$ cat config.mk
export PLATFORM = sky130hd
export DESIGN_NAME = vfmm_ctrl
export DESIGN_NICKNAME = d
export VERILOG_FILES = /design/src/hw/rtl/vfmm_pkg.sv /design/src/hw/rtl/vfmm_ctrl.sv
export VERILOG_INCLUDE_DIRS = /design/src /design/src/hw/rtl
export SDC_FILE = /design/constraint.sdc
export NUM_CORES = 1
export LEC_CHECK = 0
export BUFFER_PORTS_ARGS = -buffer_cell sky130_fd_sc_hd__buf_2
export CORE_AREA = 5 5 42 44
export DETAILED_ROUTE_END_ITERATION = 8
export DIE_AREA = 0 0 47 49
export REMOVE_ABC_BUFFERS = 1
export SLEW_MARGIN = 20
export SYNTH_ARGS = -nofsm -noshare
export SYNTH_HDL_FRONTEND = slang
export SYNTH_SLANG_ARGS = --single-unit
$ cat constraint.sdc
create_clock -name clk -period 2.4 [get_ports clk]
set_input_delay 0.24 -clock clk [delete_from_list [all_inputs] [get_ports clk]]
set_output_delay 0.24 -clock clk [all_outputs]
set_load 0.005 [all_outputs]
$ cat src/hw/rtl/video_fetch_memory_map_top_macros.svh
// Assertion macros used by the controller RTL of the video fetch memory map.
`ifndef VIDEO_FETCH_MEMORY_MAP_TOP_MACROS_SVH
`define VIDEO_FETCH_MEMORY_MAP_TOP_MACROS_SVH

// Same-cycle implication, sampled on clk, off during reset.
`define VFMM_ASSERT_NOW(lbl, ante, cons, msg) \
  lbl: assert property (@(posedge clk) disable iff (!rst_n) (ante) |-> (cons)) \
    else $error(msg);

// Next-cycle implication, sampled on clk, off during reset.
`define VFMM_ASSERT_NEXT(lbl, ante, cons, msg) \
  lbl: assert property (@(posedge clk) disable iff (!rst_n) (ante) |=> (cons)) \
    else $error(msg);

`endif

$ cat src/hw/rtl/vfmm_pkg.sv
// Types, constants and helpers of the video fetch memory map.
package vfmm_pkg;

  localparam int ADDR_BITS  = 16;
  localparam int MEM_DEPTH  = 1 << ADDR_BITS;
  localparam int FONT_DEPTH = 1024;
  localparam int FONT_AW    = $clog2(FONT_DEPTH);

  // Bus operations
  localparam logic [1:0] OP_READ  = 2'd0;
  localparam logic [1:0] OP_WRITE = 2'd1;
  localparam logic [1:0] OP_FETCH = 2'd2;

  // Configuration register indexes
  localparam int CFG_IDX_W = 3;
  localparam logic [CFG_IDX_W-1:0] CFG_M1_LIMIT     = 3'd0;
  localparam logic [CFG_IDX_W-1:0] CFG_RAM_TOP      = 3'd1;
  localparam logic [CFG_IDX_W-1:0] CFG_HIRES_I_MIN  = 3'd2;
  localparam logic [CFG_IDX_W-1:0] CFG_HIRES_ENABLE = 3'd3;
  localparam logic [CFG_IDX_W-1:0] CFG_FONT_BOARD   = 3'd4;
  localparam logic [CFG_IDX_W-1:0] CFG_ROM_PROTECT  = 3'd5;
  localparam int CFG_DATA_W = 16;

  // Configuration reset values
  localparam logic [15:0] M1_LIMIT_RST    = 16'h8000;
  localparam logic [15:0] RAM_TOP_RST     = 16'h7fff;
  localparam logic [7:0]  HIRES_I_MIN_RST = 8'd64;

  // Memory map constants
  localparam logic [15:0] RAM_TOP_SPECIAL = 16'hbfff;
  localparam logic [15:0] LOW_32K_MASK    = 16'h7fff;
  localparam logic [15:0] FETCH_FOLD_BASE = 16'hc000;
  localparam logic [5:0]  FONT_WIN_TAG    = 6'b100001;   // 0x8400..0x87ff
  localparam logic [2:0]  SHADOW_TAG      = 3'b001;      // 8192..16383
  localparam logic [7:0]  CHAR_I_LIMIT    = 8'd64;
  localparam logic [7:0]  BLANK_ROW       = 8'hff;

  typedef struct packed {
    logic [1:0]  operation;
    logic [15:0] address;
    logic [7:0]  write_data;
    logic [7:0]  i_register;
    logic [6:0]  refresh_count;
    logic        refresh_top_bit;
    logic [2:0]  char_row;
  } in_item_t;

  typedef struct packed {
    logic [7:0] read_value;
    logic [7:0] shift_value;
    logic       shift_loaded;
  } out_item_t;

  typedef enum logic [1:0] {
    ST_CLEAR,
    ST_IDLE,
    ST_FIRST,
    ST_SECOND
  } state_t;

  typedef struct packed {
    logic clr_step;   // write one zero into the font store
    logic accept;     // take the input item and start its first access
    logic issue2;     // start the bitmap read
    logic load1;      // result from the first read
    logic load2;      // result from the bitmap read
  } cmd_t;

  typedef struct packed {
    logic clr_last;
    logic need_second;
  } sts_t;

  // Fold addresses above the RAM top back into real RAM.
  function automatic logic [15:0] mirror(input logic [15:0] a, input logic [15:0] top);
    logic [15:0] m;
    m = a;
    if (a > top) begin
      if (top == RAM_TOP_SPECIAL) begin
        m = a & LOW_32K_MASK;
      end else begin
        m = a & top;
      end
    end
    return m;
  endfunction

endpackage

$ cat src/hw/rtl/vfmm_ctrl.sv
// Controller state machine of the video fetch memory map.
`include "video_fetch_memory_map_top_macros.svh"

module vfmm_ctrl (
  input  logic          clk,
  input  logic          rst_n,
  input  logic          in_valid,
  output logic          in_stall,
  output logic          out_valid,
  input  logic          out_stall,
  input  vfmm_pkg::sts_t sts,
  output vfmm_pkg::cmd_t cmd
);

  vfmm_pkg::state_t state_r, state_nxt;
  logic out_valid_r, out_valid_nxt;
  logic out_free;

  assign out_free = !out_valid_r || !out_stall;

  always_ff @(posedge clk) begin
    if (!rst_n) begin
      state_r     <= vfmm_pkg::ST_CLEAR;
      out_valid_r <= 1'b0;
    end else begin
      state_r     <= state_nxt;
      out_valid_r <= out_valid_nxt;
    end
  end

  always_comb begin
    state_nxt = state_r;
    cmd       = '0;
    unique case (state_r)
      vfmm_pkg::ST_CLEAR: begin
        cmd.clr_step = 1'b1;
        if (sts.clr_last) begin
          state_nxt = vfmm_pkg::ST_IDLE;
        end
      end
      vfmm_pkg::ST_IDLE: begin
        if (in_valid) begin
          cmd.accept = 1'b1;
          state_nxt  = vfmm_pkg::ST_FIRST;
        end
      end
      vfmm_pkg::ST_FIRST: begin
        priority if (sts.need_second) begin
          cmd.issue2 = 1'b1;
          state_nxt  = vfmm_pkg::ST_SECOND;
        end else if (out_free) begin
          cmd.load1 = 1'b1;
          state_nxt = vfmm_pkg::ST_IDLE;
        end else begin
          state_nxt = vfmm_pkg::ST_FIRST;
        end
      end
      vfmm_pkg::ST_SECOND: begin
        if (out_free) begin
          cmd.load2 = 1'b1;
          state_nxt = vfmm_pkg::ST_IDLE;
        end
      end
      default: state_nxt = vfmm_pkg::ST_CLEAR;
    endcase
  end

  always_comb begin
    out_valid_nxt = out_valid_r;
    if (cmd.load1 || cmd.load2) begin
      out_valid_nxt = 1'b1;
    end else if (!out_stall) begin
      out_valid_nxt = 1'b0;
    end
  end

  assign in_stall  = (state_r != vfmm_pkg::ST_IDLE);
  assign out_valid = out_valid_r;

  `VFMM_ASSERT_NOW(a_no_overwrite, cmd.load1 || cmd.load2, out_free, "result overwrote a waiting item")
  `VFMM_ASSERT_NOW(a_clear_blocks, state_r == vfmm_pkg::ST_CLEAR, in_stall, "item taken during font clear")
  `VFMM_ASSERT_NEXT(a_accept_first, cmd.accept, state_r == vfmm_pkg::ST_FIRST, "accept did not start access")
  `VFMM_ASSERT_NOW(a_second_order, state_r == vfmm_pkg::ST_SECOND, $past(state_r) == vfmm_pkg::ST_FIRST || $past(state_r) == vfmm_pkg::ST_SECOND, "bitmap read without first read")

endmodule

* Word-level counts from Yosys, hierarchy flattened *
Cells that the tools add are included.

storage, ports and cells
  output and inout port bits = 7
  flip-flop bits (word level) = 3
  input bits = 6

operators by class
  multiplexer cells = 16
  eq/ne operators = 8
  reductions and logical operators = 6

operators with widths
  cell                                                    count
  two-way mux 2 bit                                       6
  two-way mux 1 bit                                       9
  case mux 2 bit (4 select lines)                         1
  inequality test 2 bit (second input constant)           3
  == test 2 bit (second input constant)                   2
  inequality test 2 x 1 -> 1 bit (second input constant)  2
  AND reduction 3 bit                                     1
  == test 2 x 1 -> 1 bit (second input constant)          1
  logical NOT 1 bit                                       2
  logical NOT 2 bit                                       1
  logical OR 1 bit                                        2

* Depth between registers and ports, before layout *
  word-level depth = 7
  mapped depth = 6
  mapped depth without buffers = 6

* Least setup slack after synthesis *
No wires, ideal clock.

  path kind = register -> register
  from = reg state_r[0]
  to = reg state_r[1]
  clock period less this slack = 1262 ps
  cell stages (with the launch flop) = 7
  required time = 2334 ps
  slack = 1138 ps
  arrival = 1196 ps
  cells stage by stage = dfxtp_1 -> inv_1 -> ha_1 -> inv_1 -> o221ai_2 -> a211o_1 -> a21boi_2

on the way
  cells in the longest elaborated chain, start to end = 3
  elaborated cells on any way between the ends = 9
  those cells by class = eq/ne: 6; mux: 1; reduce/logical: 2

ends and longest elaborated chain
  element                                 line             RTL
  start, declared                         vfmm_ctrl.sv:15  vfmm_pkg::state_t state_r, state_nxt;
  start signal, assigned                  vfmm_ctrl.sv:23  state_r <= vfmm_pkg::ST_CLEAR;
  start signal, assigned                  vfmm_ctrl.sv:26  state_r <= state_nxt;
  == test 2 bit (tied with other cells)   vfmm_ctrl.sv:34  unique case (state_r)
  inequality test 2 bit (no source line)  n/a
  AND reduction 3 bit (no source line)    n/a

Parallel ways exist; a longest one is shown, timed or not.
A chain may end at the register's enable or synchronous reset.

==> results.tsv <==
stage	metric	value	unit
setup_path	rr_endpoint	state_r[1]	
clocking	ctsHoldBuffers	0	
sta	rsz0062_at_grt	false	
logic_synthesis	async_reset_ff_frac	0	
logic_synthesis	netlist_area	258	um2
worst_hold_path	min_to	out_valid	
logic_synthesis	netlist.area_leader.share	0.233	
logic_synthesis	synth_compound_area_frac	0.238	
sta	relSlewSlack	0.833	
clocking	cts.sinks	3	
floorplan	die_w	47	um
logic_synthesis	synth_warnings	0	
detailed_routing	drt_wl_total	574	um
clocking	cts_resized	0	
clocking	cts_tree	yes	
setup_path	r2r_slack	1.05	ns
logic_synthesis	synth_commonest_cells	ha_1, inv_1, dfxtp_1	
sta	max_freq	0.613	GHz
logic_synthesis	synth.avg_cell_area	9.21	um2
setup_path	path_class	register to output pin	
final_layout	final_util	0.260	
setup_path	reg2reg_depth	6	
floorplan	dieArea	2300	um2
grt	antenna_found_initial	0	
detailed_routing	drt.antenna.violating_nets	0	
clocking	post_cts_buffers	0	
sta	finalHoldViolCount	0	
grt	grt_pass1_wl	945	um
setup_path	crit_path_top_delay_cell	dfxtp_1	
sta	timing.final.ws_setup	0.769	ns
sta	finalCritPeriodShare	0.679	
worst_hold_path	whs_path_depth	2	
logic_synthesis	yosysTopAreaCell	dfxtp_1	
logic_synthesis	yosys.area_share.simple	0.223	
floorplan	initial_utilization	0.184	
setup_path	worstPathCellList	inv_1, ha_1, nor2b_1, and2b_1, buf_2	
sta	tightest_slew	0.250	ns
clocking	clk_latency	0.23	ns
logic_synthesis	synth-edff-count	0	
setup_path	reg2reg_from	state_r[0]	
logic_synthesis	yosysSeqAreaShare	0.233	
setup_path	cp_top_family	flip-flops	
detailed_routing	vias	232	
worst_hold_path	hold_class	input port to register	
setup_path	start_kind	register	
power_and_ir_drop	power_leakage	0.188	nW
setup_path	cpPeakStageDelay	0.38	ns
power_and_ir_drop	ir_worst_vdd	0.000267	V
clocking	cts_max_level	1	
final_layout	diodes	0	
grt	grt_start_max_net_pins	6	
sta	period_needed	1.63	ns
sta	slew_viol_final	0	
clocking	cts_buffer_depth	2	
logic_synthesis	synthMuxAreaShare	0.0388	
setup_path	cp.required	2.16	ns
placement	place_congestion	0.625	
final_layout	fillCellCount	167	
clocking	cts_buffers	3	
logic_synthesis	ys_seq_elements	3	
floorplan	die_h	49	um
final_layout	multi_input_area	179	um2
detailed_routing	drc	0	
detailed_routing	drt_first_iter_violations	0	
sta	setup_viol	0	
logic_synthesis	ys_dominant_reg_cell	dfxtp_1	
logic_synthesis	synth_cells	28	
detailed_routing	wl_per_cell	9.57	um
floorplan	ios	13	
logic_synthesis	synthTopCellsByArea	dfxtp_1, ha_1, and2b_1	
sta	timing.setup.tns	0	ns
final_layout	layout-drive-gt1-share	0.455	
floorplan	core-area	1400	um2
sta	finClkSkew	0.00150	ns
grt	overflow	0	
setup_path	cp_max_fo	4	
grt	track_usage	0.0592	
clocking	clock_tree.root_cell	clkbuf_4	
placement	portBuffers	12	
final_layout	seqCellArea	60.1	um2
detailed_routing	drt-vias-per-instance	3.87	
power_and_ir_drop	power.density	582	nW/um2
setup_path	cp.depth	5	
power_and_ir_drop	finalPower	0.212	mW
logic_synthesis	synth-adder-area-share	0.194	
floorplan	num_rows	14	
logic_synthesis	synth_top_family_by_area	compound AO/OA/AOI/OAI gates	
grt	grt_pass1_vias	245	
placement	post-place-ws	1.01	ns
worst_hold_path	min_from	rst_n	
job	cap_violations	0	
final_layout	final_nets	55	
setup_path	arrival	1.39	ns
logic_synthesis	synth_xor_area_frac	0	
clocking	clkTransAtPathRegs	0.04	ns
logic_synthesis	ys_types	17	
detailed_routing	drtPass1Iterations	1	
setup_path	end_kind	output pin	
setup_path	path_buf_inv	2	
final_layout	area_growth	41.3	%
status	status	finished, final reports clean	
## per-layer routing
metal	track usage	routed length, um	up-vias
met4	0.0691	0	0
met5	0	0	-
met3	0.0111	65	0
li1	-	-	126
met2	0.0769	253	9
met1	0.0703	255	97
## worst register-to-register path: stages, from the launching register on
cell and delay (ns):
dfxtp_1 0.38, inv_1 0.08, ha_1 0.21, inv_1 0.07
o221ai_2 0.14, a211o_1 0.30, a21boi_2 0.11
## layout by cell type (no fill, tap or decap), types with 2 or more instances in the layout
cell type  instances
and2b_1            2
clkbuf_4           3
buf_2             12
ha_1               4
inv_1              4
dfxtp_1            3
nor2b_1            2
and2_1             2
## registers in the layout, indices dropped and copies added (netlist names)
signal / flops
out_valid: 1
state_r: 2
## power by group
| part | internal (mW) | switching (mW) | total [mW] |
|---|---|---|---|
| registers | 0.0551 | 0.00542 | 0.0605 |
| clock network | 0.0623 | 0.0264 | 0.0888 |
| logic | 0.0314 | 0.0312 | 0.0625 |
| total | 0.149 | 0.0630 | 0.212 |
## kinds of logic after synthesis
kind of cell | count (synthesis)
compound gates | 6
fa+ha+maj | 4
flops | 3
simple gates | 9
buf+inv | 5
mux | 1
## metrics by stage
step / cells / area, um2 / hold WS [ns]
floorplan: 28 / 258 / 0.368
global placement: 56 / 338 / 0.494
detailed placement: 56 / 338 / 0.501
CTS: 60 / 364 / 0.256
global route: 60 / 364 / 0.269
finish: 60 / 364 / 0.260
## worst max-delay path by stage
stage / start / endpoint / slack, ns
after floorplan: state_r[0] / state_r[1] / 1.14
after global placement: state_r[0] / cmd[1] / 1.05
after detailed placement: state_r[0] / cmd[1] / 1.01
after CTS: state_r[0] / cmd[1] / 0.74
after global routing: state_r[0] / cmd[1] / 0.63
final: state_r[0] / cmd[1] / 0.77
## area by class of cell
cell class,count,area share
tap,16,0.0550
clock buffer,4,0.0722
sequential,3,0.165
inverter,5,0.0515
timing repair buffer,12,0.165
multi-input combinational,20,0.491
No activity file was read; power rests on OpenSTA's default activity.
